$ cat src/hdl/clr_pkg.sv
// shared types and constants of the collision lease registry
// no dependencies; used by the top level and its checker
package clr_pkg;

	localparam int ENTRIES = 16;
	localparam int OWNERS = 4;
	localparam int IDX_W = (ENTRIES > 1) ? $clog2(ENTRIES) : 1;
	localparam int CNT_W = $clog2(ENTRIES + 1);

	typedef enum logic [1:0] {
		CMD_ACQUIRE = 2'd0,
		CMD_RELEASE = 2'd1,
		CMD_QUERY = 2'd2
	} cmd_t;

	typedef enum logic [1:0] {
		ST_DONE = 2'd0,
		ST_READ_FAIL = 2'd1,
		ST_NOTHING = 2'd2,
		ST_FULL = 2'd3
	} status_t;

	typedef enum logic [1:0] {
		REG_NO_COLLIDE_MASK = 2'd0,
		REG_INVALID_BODY = 2'd1
	} reg_idx_t;

	typedef enum logic [1:0] {
		FSM_IDLE,
		FSM_SCAN,
		FSM_DECIDE
	} fsm_t;

	typedef struct packed {
		logic [7:0] world;
		logic [31:0] body;
		logic [31:0] motion;
		logic [31:0] cobj;
		logic [31:0] onode;
		logic [OWNERS-1:0] owners;
		logic was_disabled;
	} entry_t;

	function automatic logic [2:0] count_owners(logic [OWNERS-1:0] m);
		logic [5:0] c;
		c = '0;
		for (int i = 0; i < OWNERS; i++) begin
			c = c + 6'(m[i]);
		end
		return c[2:0];
	endfunction

endpackage

$ cat src/hdl/collision_lease_registry.sv
// lease table keyed by world and body, entry data held in one synchronous ram
// depends on clr_pkg for types, codes and table sizes
//
// channel  direction  handshake              payload
// in       to block   in_valid / in_stall    command .. current_filter
// out      from block out_valid / out_stall  status .. lease_held
// cfg      to block   cfg_valid / cfg_ready  cfg_index, cfg_data
//
// each item steps through accept, one ram read per entry with the registered read
// data compared as it returns, and a decide step that writes back
// entries are read one a cycle from the single-port table ram during the scan
// reset empties the table at once through per-entry valid flops, no clearing pass
// the next item is taken while a result waits; decide holds while out is stalled
module collision_lease_registry (
	input  logic        clk,
	input  logic        arst_n,
	input  logic        in_valid,
	output logic        in_stall,
	input  logic [1:0]  command,
	input  logic        world_present,
	input  logic [7:0]  world_id,
	input  logic [31:0] body_id,
	input  logic [1:0]  owner,
	input  logic        snapshot_ok,
	input  logic [31:0] motion_index,
	input  logic [31:0] collision_object_id,
	input  logic [31:0] owner_node_id,
	input  logic        filter_ok,
	input  logic [31:0] current_filter,
	output logic        out_valid,
	input  logic        out_stall,
	output logic [1:0]  status,
	output logic        already_held,
	output logic        first_lease,
	output logic        stale_dropped,
	output logic        fully_released,
	output logic        was_disabled_before,
	output logic [2:0]  lease_count,
	output logic [31:0] filter_before,
	output logic [31:0] filter_after,
	output logic        filter_write,
	output logic        lease_held,
	input  logic        cfg_valid,
	output logic        cfg_ready,
	input  logic [1:0]  cfg_index,
	input  logic [31:0] cfg_data
);

	typedef struct packed {
		clr_pkg::status_t status;
		logic already_held;
		logic first_lease;
		logic stale_dropped;
		logic fully_released;
		logic was_disabled_before;
		logic [2:0] lease_count;
		logic [31:0] filter_before;
		logic [31:0] filter_after;
		logic filter_write;
		logic lease_held;
	} result_t;

	clr_pkg::fsm_t state_q, state_d;

	// configuration
	logic [31:0] nc_mask_q;
	logic [31:0] inv_body_q;

	// captured item
	logic [1:0]  cmd_q;
	logic        wp_q;
	logic [7:0]  world_q;
	logic [31:0] body_q;
	logic [1:0]  owner_q;
	logic        snap_ok_q;
	logic [31:0] motion_q;
	logic [31:0] cobj_q;
	logic [31:0] onode_q;
	logic        filt_ok_q;
	logic [31:0] cur_q;

	// table
	clr_pkg::entry_t mem_q [clr_pkg::ENTRIES];
	logic [clr_pkg::ENTRIES-1:0] valid_q;
	clr_pkg::entry_t rd_data_s1;
	logic rd_vld_s1;
	logic [clr_pkg::IDX_W-1:0] rd_idx_s1;
	logic [clr_pkg::IDX_W-1:0] rd_addr;
	logic rd_en;
	logic mem_we;
	logic [clr_pkg::IDX_W-1:0] mem_wa;
	clr_pkg::entry_t mem_wd;

	// scan results
	logic [clr_pkg::CNT_W-1:0] cnt_q;
	logic [clr_pkg::ENTRIES-1:0] match_q;
	logic found_q;
	logic [clr_pkg::IDX_W-1:0] hit_idx_q;
	clr_pkg::entry_t hit_data_q;
	logic held_q;
	logic free_q;
	logic [clr_pkg::IDX_W-1:0] free_idx_q;
	logic free2_q;
	logic [clr_pkg::IDX_W-1:0] free2_idx_q;

	logic in_acc;
	logic out_free;
	logic commit;
	logic [clr_pkg::OWNERS-1:0] owner_bit;
	logic owner_ok;
	logic cmp_valid;
	logic cmp_body;
	logic cmp_key;
	logic cmp_held;

	// decide
	result_t res;
	result_t res_q;
	logic out_valid_q;
	logic [clr_pkg::ENTRIES-1:0] clr_mask;
	logic [clr_pkg::ENTRIES-1:0] set_mask;
	logic id_ok;
	logic stale;
	logic [31:0] after_or;
	logic ins_ok;
	logic [clr_pkg::IDX_W-1:0] ins_idx;
	logic [clr_pkg::OWNERS-1:0] add_owners;
	logic [clr_pkg::OWNERS-1:0] rel_owners;
	logic [31:0] rel_after;

	assign cfg_ready = 1'b1;
	assign in_acc = in_valid && !in_stall;
	assign out_free = !out_valid_q || !out_stall;
	assign owner_bit = clr_pkg::OWNERS'(1) << owner_q;
	assign owner_ok = 32'(owner_q) < 32'(clr_pkg::OWNERS);

	// next state
	always_comb begin
		state_d = state_q;
		unique case (state_q)
			clr_pkg::FSM_IDLE: begin
				if (in_valid) state_d = clr_pkg::FSM_SCAN;
			end
			clr_pkg::FSM_SCAN: begin
				if (cnt_q == clr_pkg::CNT_W'(clr_pkg::ENTRIES)) state_d = clr_pkg::FSM_DECIDE;
			end
			clr_pkg::FSM_DECIDE: begin
				if (out_free) state_d = clr_pkg::FSM_IDLE;
			end
			default: state_d = clr_pkg::FSM_IDLE;
		endcase
	end

	// state outputs
	always_comb begin
		in_stall = 1'b1;
		rd_en = 1'b0;
		commit = 1'b0;
		unique case (state_q)
			clr_pkg::FSM_IDLE: in_stall = 1'b0;
			clr_pkg::FSM_SCAN: rd_en = cnt_q < clr_pkg::CNT_W'(clr_pkg::ENTRIES);
			clr_pkg::FSM_DECIDE: commit = out_free;
			default: in_stall = 1'b1;
		endcase
	end

	assign rd_addr = cnt_q[clr_pkg::IDX_W-1:0];

	always_ff @(posedge clk or negedge arst_n) begin
		if (!arst_n) begin
			state_q <= clr_pkg::FSM_IDLE;
		end else begin
			state_q <= state_d;
		end
	end

	always_ff @(posedge clk or negedge arst_n) begin
		if (!arst_n) begin
			nc_mask_q <= 32'h0000_4000;
			inv_body_q <= 32'h7FFF_FFFF;
		end else if (cfg_valid) begin
			unique case (cfg_index)
				clr_pkg::REG_NO_COLLIDE_MASK: nc_mask_q <= cfg_data;
				clr_pkg::REG_INVALID_BODY: inv_body_q <= cfg_data;
				default: ;
			endcase
		end
	end

	always_ff @(posedge clk) begin
		if (in_acc) begin
			cmd_q <= command;
			wp_q <= world_present;
			world_q <= world_id;
			body_q <= body_id;
			owner_q <= owner;
			snap_ok_q <= snapshot_ok;
			motion_q <= motion_index;
			cobj_q <= collision_object_id;
			onode_q <= owner_node_id;
			filt_ok_q <= filter_ok;
			cur_q <= current_filter;
		end
	end

	// table ram
	always_ff @(posedge clk) begin
		if (mem_we) mem_q[mem_wa] <= mem_wd;
	end

	always_ff @(posedge clk) begin
		if (rd_en) rd_data_s1 <= mem_q[rd_addr];
	end

	// compare of the entry read last cycle
	always_comb begin
		cmp_valid = valid_q[rd_idx_s1];
		cmp_body = rd_data_s1.body == body_q;
		cmp_key = cmp_valid && cmp_body && (rd_data_s1.world == world_q);
		cmp_held = cmp_valid && cmp_body && (|(rd_data_s1.owners & owner_bit));
	end

	always_ff @(posedge clk or negedge arst_n) begin
		if (!arst_n) begin
			cnt_q <= '0;
			rd_vld_s1 <= 1'b0;
			rd_idx_s1 <= '0;
			match_q <= '0;
			found_q <= 1'b0;
			held_q <= 1'b0;
			free_q <= 1'b0;
			free2_q <= 1'b0;
		end else if (in_acc) begin
			cnt_q <= '0;
			rd_vld_s1 <= 1'b0;
			match_q <= '0;
			found_q <= 1'b0;
			held_q <= 1'b0;
			free_q <= 1'b0;
			free2_q <= 1'b0;
		end else begin
			rd_vld_s1 <= rd_en;
			if (rd_en) begin
				rd_idx_s1 <= rd_addr;
				cnt_q <= cnt_q + 1'b1;
			end
			if (rd_vld_s1) begin
				match_q[rd_idx_s1] <= cmp_key;
				if (cmp_key && !found_q) found_q <= 1'b1;
				if (cmp_held) held_q <= 1'b1;
				if (!cmp_valid && !free_q) free_q <= 1'b1;
				// a slot that a stale drop would free also counts here
				if ((!cmp_valid || cmp_key) && !free2_q) free2_q <= 1'b1;
			end
		end
	end

	always_ff @(posedge clk) begin
		if (rd_vld_s1) begin
			if (cmp_key && !found_q) begin
				hit_idx_q <= rd_idx_s1;
				hit_data_q <= rd_data_s1;
			end
			if (!cmp_valid && !free_q) free_idx_q <= rd_idx_s1;
			if ((!cmp_valid || cmp_key) && !free2_q) free2_idx_q <= rd_idx_s1;
		end
	end

	// decide
	always_comb begin
		id_ok = (hit_data_q.motion == motion_q) && (hit_data_q.cobj == cobj_q) &&
			(hit_data_q.onode == onode_q);
		stale = found_q && !id_ok;
		after_or = cur_q | nc_mask_q;
		ins_ok = stale ? free2_q : free_q;
		ins_idx = stale ? free2_idx_q : free_idx_q;
		add_owners = hit_data_q.owners | owner_bit;
		rel_owners = hit_data_q.owners & ~owner_bit;
		rel_after = hit_data_q.was_disabled ? after_or : (cur_q & ~nc_mask_q);
		res = '0;
		res.status = clr_pkg::ST_NOTHING;
		clr_mask = '0;
		set_mask = '0;
		mem_we = 1'b0;
		mem_wa = hit_idx_q;
		mem_wd = hit_data_q;
		if (owner_ok) begin
			unique case (cmd_q)
				clr_pkg::CMD_QUERY: begin
					res.status = clr_pkg::ST_DONE;
					res.lease_held = held_q;
				end
				clr_pkg::CMD_ACQUIRE: begin
					if (!wp_q || body_q == inv_body_q || !snap_ok_q) begin
						res.status = clr_pkg::ST_READ_FAIL;
					end else begin
						// changed identity drops the old lease even if a later step fails
						if (stale) clr_mask = match_q;
						if (!filt_ok_q) begin
							res.status = clr_pkg::ST_READ_FAIL;
						end else if (found_q && !stale &&
							(|(hit_data_q.owners & owner_bit))) begin
							res.status = clr_pkg::ST_DONE;
							res.already_held = 1'b1;
							res.was_disabled_before = hit_data_q.was_disabled;
							res.lease_count = clr_pkg::count_owners(hit_data_q.owners);
						end else if (!found_q || stale) begin
							if (!ins_ok) begin
								res.status = clr_pkg::ST_FULL;
							end else begin
								res.status = clr_pkg::ST_DONE;
								res.first_lease = 1'b1;
								res.was_disabled_before = |(cur_q & nc_mask_q);
								res.lease_count = clr_pkg::count_owners(owner_bit);
								set_mask = clr_pkg::ENTRIES'(1) << ins_idx;
								mem_we = commit;
								mem_wa = ins_idx;
								mem_wd.world = world_q;
								mem_wd.body = body_q;
								mem_wd.motion = motion_q;
								mem_wd.cobj = cobj_q;
								mem_wd.onode = onode_q;
								mem_wd.owners = owner_bit;
								mem_wd.was_disabled = |(cur_q & nc_mask_q);
							end
						end else begin
							res.status = clr_pkg::ST_DONE;
							res.was_disabled_before = hit_data_q.was_disabled;
							res.lease_count = clr_pkg::count_owners(add_owners);
							mem_we = commit;
							mem_wd.owners = add_owners;
						end
						if (filt_ok_q && res.status == clr_pkg::ST_DONE) begin
							res.filter_before = cur_q;
							res.filter_after = after_or;
							res.filter_write = after_or != cur_q;
						end
					end
				end
				clr_pkg::CMD_RELEASE: begin
					if (!wp_q) begin
						res.status = held_q ? clr_pkg::ST_READ_FAIL : clr_pkg::ST_NOTHING;
						res.lease_held = held_q;
					end else if (!found_q) begin
						res.status = clr_pkg::ST_NOTHING;
					end else if (!snap_ok_q || !id_ok) begin
						res.status = clr_pkg::ST_DONE;
						res.stale_dropped = 1'b1;
						res.fully_released = 1'b1;
						res.was_disabled_before = hit_data_q.was_disabled;
						clr_mask = match_q;
					end else if (!filt_ok_q) begin
						res.status = clr_pkg::ST_READ_FAIL;
					end else begin
						res.status = clr_pkg::ST_DONE;
						res.was_disabled_before = hit_data_q.was_disabled;
						res.lease_count = clr_pkg::count_owners(rel_owners);
						res.filter_before = cur_q;
						if (|rel_owners) begin
							res.filter_after = after_or;
							res.filter_write = after_or != cur_q;
							mem_we = commit;
							mem_wd.owners = rel_owners;
						end else begin
							// last holder gone: restore the remembered bit
							res.filter_after = rel_after;
							res.filter_write = rel_after != cur_q;
							res.fully_released = 1'b1;
							clr_mask = match_q;
						end
					end
				end
				default: res.status = clr_pkg::ST_NOTHING;
			endcase
		end
	end

	always_ff @(posedge clk or negedge arst_n) begin
		if (!arst_n) begin
			valid_q <= '0;
			out_valid_q <= 1'b0;
		end else begin
			if (commit) begin
				valid_q <= (valid_q & ~clr_mask) | set_mask;
				out_valid_q <= 1'b1;
			end else if (out_valid_q && !out_stall) begin
				out_valid_q <= 1'b0;
			end
		end
	end

	always_ff @(posedge clk) begin
		if (commit) res_q <= res;
	end

	assign out_valid = out_valid_q;
	assign status = res_q.status;
	assign already_held = res_q.already_held;
	assign first_lease = res_q.first_lease;
	assign stale_dropped = res_q.stale_dropped;
	assign fully_released = res_q.fully_released;
	assign was_disabled_before = res_q.was_disabled_before;
	assign lease_count = res_q.lease_count;
	assign filter_before = res_q.filter_before;
	assign filter_after = res_q.filter_after;
	assign filter_write = res_q.filter_write;
	assign lease_held = res_q.lease_held;

endmodule

$ cat config.mk
export PLATFORM = sky130hd
export DESIGN_NAME = collision_lease_registry
export DESIGN_NICKNAME = d
export VERILOG_FILES = /design/src/hdl/clr_pkg.sv /design/src/hdl/collision_lease_registry.sv
export SDC_FILE = /design/constraint.sdc
export NUM_CORES = 2
export LEC_CHECK = 0
export BUFFER_PORTS_ARGS = -buffer_cell sky130_fd_sc_hd__clkbuf_2
export CAP_MARGIN = 20
export CORE_MARGIN = 2
export CORE_UTILIZATION = 43
export DETAILED_ROUTE_END_ITERATION = 6
export GPL_ROUTABILITY_DRIVEN = 0
export REMOVE_ABC_BUFFERS = 1
export SYNTH_ARGS = -nofsm -noshare
export SYNTH_HDL_FRONTEND = slang
export SYNTH_SLANG_ARGS = --single-unit
$ cat constraint.sdc
create_clock -name clk -period 36.5 [get_ports clk]
set_clock_uncertainty 0.1 [all_clocks]
set_input_delay 1.825 -clock clk [delete_from_list [all_inputs] [get_ports clk]]
set_output_delay 1.825 -clock clk [all_outputs]
set_load 0.05 [all_outputs]
After elaboration in Yosys (flattened, before gate mapping)
Memories as Yosys holds them, arrays and structs flattened. A register that Yosys moved wholly into a read port is not among the register bits.
Cells that the tools add are included.
{"block": "totals", "regBits": 517, "out_inout_bits": 79, "mem_count": 1, "wordCells": 271, "ramBits": 2256}
{"name": "mem_q", "depth": 16, "width": 141, "read_ports": 1, "rd_ports_with_merged_regs": 1, "wr": 1, "line_no": "collision_lease_registry.sv:83", "text": "clr_pkg::entry_t mem_q [clr_pkg::ENTRIES];"}
{"block": "classes", "n_lt_le_gt_ge": 3, "muxes": 114, "n_addsub": 13, "n_reduce_logical": 60, "eq_ne": 17, "n_bitwise": 16, "n_shift": 2}
{"op": "141-bit two-way mux", "count": 4}
{"op": "136-bit two-way mux", "count": 2}
{"op": "16-bit two-way mux", "count": 15}
{"op": "69-bit two-way mux", "count": 3}
{"op": "32-bit == test", "count": 5}
{"op": "69-bit case mux with 2 select lines", "count": 1}
{"op": "70-bit two-way mux", "count": 1}
{"op": "4-bit two-way mux", "count": 17}
{"op": "68-bit two-way mux", "count": 1}
{"op": "65-bit two-way mux", "count": 1}
{"op": "32-bit AND", "count": 2}
{"op": "32-bit inequality test", "count": 2}
{"op": "1-bit two-way mux", "count": 42}
{"op": "33-bit two-way mux", "count": 1}
{"op": "32-bit two-way mux", "count": 1}
{"op": "32-bit NOT", "count": 1}
{"op": "32-bit bitwise OR", "count": 1}
{"op": "16-bit case mux with 2 select lines", "count": 1}
{"op": "32-bit OR reduction", "count": 1}
{"op": "2-bit two-way mux", "count": 14}
{"op": "2-bit AND reduction", "count": 10}
{"op": "16-bit AND", "count": 1}
{"op": "16-bit bitwise mux", "count": 1}
{"op": "16-bit NOT", "count": 1}
{"op": "34 further kinds", "count": 96}

Longest topological paths before layout
{"block": "logic_depth", "depth_word": 17, "mapped_depth": 12, "ltp_nobuf": 10}

Worst setup path after synthesis
No wires, ideal clock.
{"block": "synth_path", "path_kind": "input to register", "start": "in out_stall", "end": "mem mem_q[10][0] (netlist bit), enable pin", "required_time_ns": 35.535, "path_slack_ns": 22.368, "cell_stages": 6, "arrival_ns": 13.167, "path_cell_list": "a21oi_1 -> nand2_1 -> a311oi_1 -> a21oi_2 -> buf_2 -> a221oi_1"}
{"block": "synth_between", "elab_chain_cells": 11, "word_cells_on_any_way": 16, "cone_classes": "14 x mux; 2 x reduce/logical"}
{"element": "start, declared", "line_no": "collision_lease_registry.sv:31", "text": "input logic out_stall,"}
{"element": "1-bit logical NOT (*)", "line_no": "collision_lease_registry.sv:133", "text": "assign out_free = !out_valid_q || !out_stall;"}
{"element": "1-bit logical OR (*)", "line_no": "collision_lease_registry.sv:133"}
{"element": "1-bit two-way mux (*)", "line_no": "collision_lease_registry.sv:159", "text": "unique case (state_q)"}
{"element": "1-bit two-way mux (on tied branches)", "line_no": "collision_lease_registry.sv:359, collision_lease_registry.sv:308"}
{"element": "1-bit two-way mux (on tied branches)", "line_no": "collision_lease_registry.sv:352, collision_lease_registry.sv:307"}
{"element": "1-bit two-way mux (on tied branches)", "line_no": "collision_lease_registry.sv:346, collision_lease_registry.sv:301"}
{"element": "1-bit two-way mux (on tied branches)", "line_no": "collision_lease_registry.sv:344, collision_lease_registry.sv:299"}
{"element": "1-bit two-way mux (on tied branches)", "line_no": "collision_lease_registry.sv:341, collision_lease_registry.sv:294"}
{"element": "1-bit case mux with 2 select lines (*)", "line_no": "collision_lease_registry.sv:288", "text": "unique case (cmd_q)"}
{"element": "1-bit two-way mux (*)", "line_no": "collision_lease_registry.sv:208", "text": "if (mem_we) mem_q[mem_wa] <= mem_wd;"}
{"element": "1-bit two-way mux (not written as such) (*)", "line_no": "collision_lease_registry.sv:208"}
{"element": "end, declared", "line_no": "collision_lease_registry.sv:83"}
Every way passes the cells marked *; elsewhere a longest branch is shown, timed or not.

Final worst setup path
{"block": "layout_path", "start": "reg onode_q[2]", "end": "mem mem_q[9][133] (netlist bit), enable pin"}
{"block": "layout_between", "elab_chain_cells": 13, "word_cells_on_any_way": 28, "cone_classes": "1 x eq/ne; 19 x mux; 8 x reduce/logical"}
{"element": "start, declared", "line_no": "collision_lease_registry.sv:78", "text": "logic [31:0] onode_q;"}
{"element": "start signal, assigned", "line_no": "collision_lease_registry.sv:200", "text": "onode_q <= owner_node_id;"}
{"element": "32-bit == test (*)", "line_no": "collision_lease_registry.sv:272", "text": "(hit_data_q.onode == onode_q);"}
{"element": "1-bit logical AND (*)", "line_no": "collision_lease_registry.sv:271", "text": "id_ok = (hit_data_q.motion == motion_q) && (hit_data_q.cobj == cobj_q) &&"}
{"element": "1-bit logical NOT (*)", "line_no": "collision_lease_registry.sv:273, collision_lease_registry.sv:346"}
{"element": "1-bit logical AND", "line_no": "collision_lease_registry.sv:273", "text": "stale = found_q && !id_ok;"}
{"element": "1-bit two-way mux / 1-bit logical NOT (equally long branches)", "line_no": "collision_lease_registry.sv:275, collision_lease_registry.sv:301"}
{"element": "1-bit two-way mux / 1-bit logical AND (equally long branches)", "line_no": "collision_lease_registry.sv:308, collision_lease_registry.sv:301"}
{"element": "1-bit two-way mux / 1-bit logical AND (equally long branches)", "line_no": "collision_lease_registry.sv:307, collision_lease_registry.sv:301"}
{"element": "1-bit two-way mux", "line_no": "collision_lease_registry.sv:301", "text": "end else if (found_q && !stale &&"}
{"element": "1-bit two-way mux", "line_no": "collision_lease_registry.sv:299", "text": "if (!filt_ok_q) begin"}
{"element": "1-bit two-way mux", "line_no": "collision_lease_registry.sv:294", "text": "if (!wp_q || body_q == inv_body_q || !snap_ok_q) begin"}
{"element": "1-bit case mux with 2 select lines", "line_no": "collision_lease_registry.sv:288"}
{"element": "1-bit two-way mux", "line_no": "collision_lease_registry.sv:208"}
{"element": "1-bit two-way mux (not written as such)", "line_no": "collision_lease_registry.sv:208"}
Marks and branches as above.

==> flow_summary.yaml <==
run_status:
  status: "finished, final reports clean"
synthesis:
  ys_ff_latch: 2914
  yosysTopAreaCell: "sky130_fd_sc_hd__edfxtp_1"
  post-synth-top-area-fraction_pct: 75.1
  number_of_enable_flip_flop_cells_after_synthesis: 2801
  postSynthCellCount: 4918
  synth_warnings: 0
  async_flop_share_pct: 3.88
  seq_area_frac_synth_pct: 77.7
  synth.avg_cell_area_um2: 22.8
  yosys-top-cells-area: "sky130_fd_sc_hd__edfxtp_1 (75%), sky130_fd_sc_hd__mux4_2 (14%), sky130_fd_sc_hd__dfrtp_1 (1.8%)"
  yosysUniqueCellTypes: 72
  synthesis.area_um2: 112000
  postSynth.topFlopCell: "sky130_fd_sc_hd__edfxtp_1"
detailed_routing:
  wire_per_inst_um: 29.9
  dr.first_iter.drc_count: 6083
  drt-pass1-iter-count: 6
  post-route-drc-count: 0
  vias: 52700
  postRouteAntennaNets: 0
  route.final.wire_length_um: 270000
  vias_per_cell: 5.84
timing:
  hold-worst-slack_ps: 317
  timing.final.crit_share_pct: 20.3
  maxSlewHeadroom_pct: 22.9
  final-setup-viol-count: 0
  final.min_clock_period_ps: 7390
  finalSetupTns_ps: 0
  max_clock_freq_mhz: 135
  worst-slew-pin-transition_ps: 1160
  timing_hold_violations_final: 0
  layout_setup_ws_ps: 29110
  rsz_0062_raised_after_global_routing: "false"
  finalMaxSlewViolations: 0
die:
  rows: 187
  die_h_um: 514
  die_area_um2: 265000
  die_width_um: 514
  top_level_port_count: 293
  core_region_area_um2: 259000
  initial_core_util_pct: 43.2
global_route:
  grtUsageTotal_pct: 20.3
  grt_pass1_wl_um: 389000
  grt_overflow_total: 0
  first_global_vias: 53800
  grt_antenna_before_repair: 18
  grt_start_max_net_pins: 126
critical_path:
  cp_max_fo: 44
  critPathMostFrequentCell: "sky130_fd_sc_hd__buf_4"
  worst_setup_path_end_kind: "flop"
  worstPathRequired_ps: 36870
  crit_path_max_incr_delay_ps: 790
  crit_chain: "xor2_1, nor4_1, buf_4, nand4_1, or2_2, nor3_4, o21ai_0, buf_2, a221oi_4, buf_4, buf_4, buf_4"
  r2r_cells: 12
  crit_type: "reg2reg"
  arrival_ps: 7760
  timing.reg2reg.setup_slack_ps: 29110
  crit_path_slowest_cell: "sky130_fd_sc_hd__buf_4"
  setup.worst_path.start_class: "flop"
placed_design:
  portBuffers: 291
  dp_slack_ps: 28770
  place.detailed.hpwl_um: 142000
  dpl.cell_count: 8480
clocking:
  cts_tree: "yes"
  cts-hold-fix-buffers: 0
  worstSkewPairLatency_ps: 880
  clkSlewWorstSetupHoldPaths_ps: 60
  clock_tree.buffer_depth: 4
  clock_sinks: 2914
  htree_levels: 5
  post_cts.resized_instances: 0
  cts_setup_buffers: 0
  clock_tree.root_cell: "sky130_fd_sc_hd__clkbuf_16"
  cts-buffers-inserted: 303
power:
  power_per_cell_area_nw_per_um2: 68.7
  ir_drop_v: 0.0000559
  leakagePower_uw: 0.0404
cells_and_area:
  fin_nets: 5619
  drive_gt1_share_pct: 29.9
  final_cells: 9025
  area_delta_synth_final_pct: 13.7
  fin_util_pct: 49.1
flow_run:
  cap_viol_max_count: 0
hold_path:
  holdCritPathClass: "reg2reg"
  hold-path-cell-count: 0
logic make-up (layout without fill, tap and decap cells):
logic type,after synthesis,count (layout),share of synthesized area (%)
muxes,922,922,16.5
other,2,10,0.00671
and+or+nand+nor,352,352,1.65
buffers and inverters,275,972,1.04
xor gates and xnor gates,171,171,1.34
DFF,2914,2914,77.7
adders and majority gates,18,18,0.221
AOI/OAI and AO/OA,264,264,1.55
routing by layer:
| metal | global-route usage (%) | vias to the layer above | share of wire [%] |
|---|---|---|---|
| met2 | 32.1 | 1890 | 48 |
| met1 | 29.6 | 28800 | 44 |
| met3 | 3.06 | 408 | 6.3 |
| li1 | - | 21700 | - |
| met5 | 0 | - | 0.026 |
| met4 | 5.16 | 10 | 2.4 |
cell usage in the layout, fill, tap and decap left out, types with 30 or more instances in the layout:
cell / netlist / layout
sky130_fd_sc_hd__clkbuf_2: 0 / 290
sky130_fd_sc_hd__a21oi_1: 68 / 67
sky130_fd_sc_hd__clkbuf_1: 141 / 68
sky130_fd_sc_hd__dfrtp_1: 81 / 77
sky130_fd_sc_hd__clkbuf_16: 0 / 311
sky130_fd_sc_hd__xnor2_1: 71 / 71
sky130_fd_sc_hd__edfxtp_1: 2801 / 2801
sky130_fd_sc_hd__inv_1: 46 / 46
sky130_fd_sc_hd__mux2_4: 31 / 31
sky130_fd_sc_hd__xor2_1: 100 / 100
sky130_fd_sc_hd__nand2_1: 123 / 123
sky130_fd_sc_hd__mux2_2: 62 / 62
sky130_fd_sc_hd__clkinv_2: 0 / 56
sky130_fd_sc_hd__nor2_1: 53 / 49
sky130_fd_sc_hd__buf_4: 3 / 82
sky130_fd_sc_hd__dfstp_2: 32 / 32
sky130_fd_sc_hd__nand4_1: 30 / 30
sky130_fd_sc_hd__mux2_1: 102 / 102
sky130_fd_sc_hd__o21ai_0: 66 / 66
sky130_fd_sc_hd__mux4_2: 712 / 712
sky130_fd_sc_hd__clkinv_1: 0 / 62
critical path: cells and delay by family, from the launching register on:
kind / cells / cell delay (ps)
AOI/OAI and AO/OA: 2 / 1010
xor gates and xnor gates: 1 / 190
buffers and inverters: 5 / 2380
DFF: 1 / 420
and+or+nand+nor: 4 / 2740
synthesized netlist by cell type (4+ instances only):
cell type and n:
sky130_fd_sc_hd__or4_1 5, sky130_fd_sc_hd__a31oi_1 8, sky130_fd_sc_hd__and3_1 7, sky130_fd_sc_hd__xnor2_1 71
sky130_fd_sc_hd__inv_1 46, sky130_fd_sc_hd__mux2i_1 15, sky130_fd_sc_hd__nand2_1 123, sky130_fd_sc_hd__nor3b_1 4
sky130_fd_sc_hd__buf_1 63, sky130_fd_sc_hd__a221oi_1 21, sky130_fd_sc_hd__nor2_1 53, sky130_fd_sc_hd__o22ai_1 10
sky130_fd_sc_hd__a211o_1 4, sky130_fd_sc_hd__nand4_1 30, sky130_fd_sc_hd__dfstp_2 32, sky130_fd_sc_hd__nand2b_1 13
sky130_fd_sc_hd__nand3b_1 7, sky130_fd_sc_hd__a22oi_1 14, sky130_fd_sc_hd__mux4_2 712, sky130_fd_sc_hd__a21oi_1 68
sky130_fd_sc_hd__nor2b_1 10, sky130_fd_sc_hd__dfrtp_1 81, sky130_fd_sc_hd__buf_2 7, sky130_fd_sc_hd__mux2_4 31
sky130_fd_sc_hd__nor4_1 31, sky130_fd_sc_hd__a41oi_1 4, sky130_fd_sc_hd__buf_6 15, sky130_fd_sc_hd__nor3_1 9
sky130_fd_sc_hd__ha_1 15, sky130_fd_sc_hd__nor4b_1 5, sky130_fd_sc_hd__a32o_1 17, sky130_fd_sc_hd__clkbuf_1 141
sky130_fd_sc_hd__a21boi_0 21, sky130_fd_sc_hd__and2_1 5, sky130_fd_sc_hd__edfxtp_1 2801, sky130_fd_sc_hd__nand3_1 28
sky130_fd_sc_hd__o21ai_0 66, sky130_fd_sc_hd__xor2_1 100, sky130_fd_sc_hd__mux2_2 62, sky130_fd_sc_hd__mux2_1 102
where the power goes:
group	internal, uW	leakage (uW)	total (uW)	switching [uW]
sequential	3920	0.0267	4080	163
clock	1680	0.00454	2920	1250
combinational	874	0.00916	1740	870
path summary, 6_finish.rpt:
check	startpoint	end
worst min-delay path	rd_data_s1[18]	hit_data_q[18]
worst min register to register	rd_data_s1[18]	hit_data_q[18]
min in group asynchronous	arst_n	nc_mask_q[30]
max in group asynchronous	arst_n	cnt_q[2]
worst max register to register	onode_q[2]	mem_q[9][133]
worst max-delay path	onode_q[2]	mem_q[9][133]
area by class of cell:
| cell class | count | area, um^2 |
|---|---|---|
| diodes | 8 | 20.0 |
| clock buffers | 381 | 8070 |
| clock inverters | 152 | 1170 |
| fillers | 20800 | 132000 |
| inverters | 46 | 173 |
| multi-input cells | 1729 | 24200 |
| flip-flops and latches | 2914 | 87000 |
| well taps | 3402 | 4260 |
| repair buffers | 393 | 2490 |
flip-flops by register name, indices dropped and copies added (netlist names), 32 cells and up:
name,cells
rd_data_s1,141
motion_q,32
mem_q,2256
filter_after,32
nc_mask_q,32
filter_before,32
inv_body_q,32
cobj_q,32
body_q,32
onode_q,32
cur_q,32
hit_data_q,141
through the flow:
| stage | total power [uW] | area (um^2) |
|---|---|---|
| 2_1_floorplan | 6640 | 111000 |
| 3_3_place_gp | 5920 | 118000 |
| 3_5_place_dp | 5930 | 118000 |
| 4_1_cts | 8850 | 127000 |
| 5_1_grt | 9080 | 127000 |
| 6_report | 8750 | 127000 |
No activity file was read; power rests on OpenSTA's default activity.
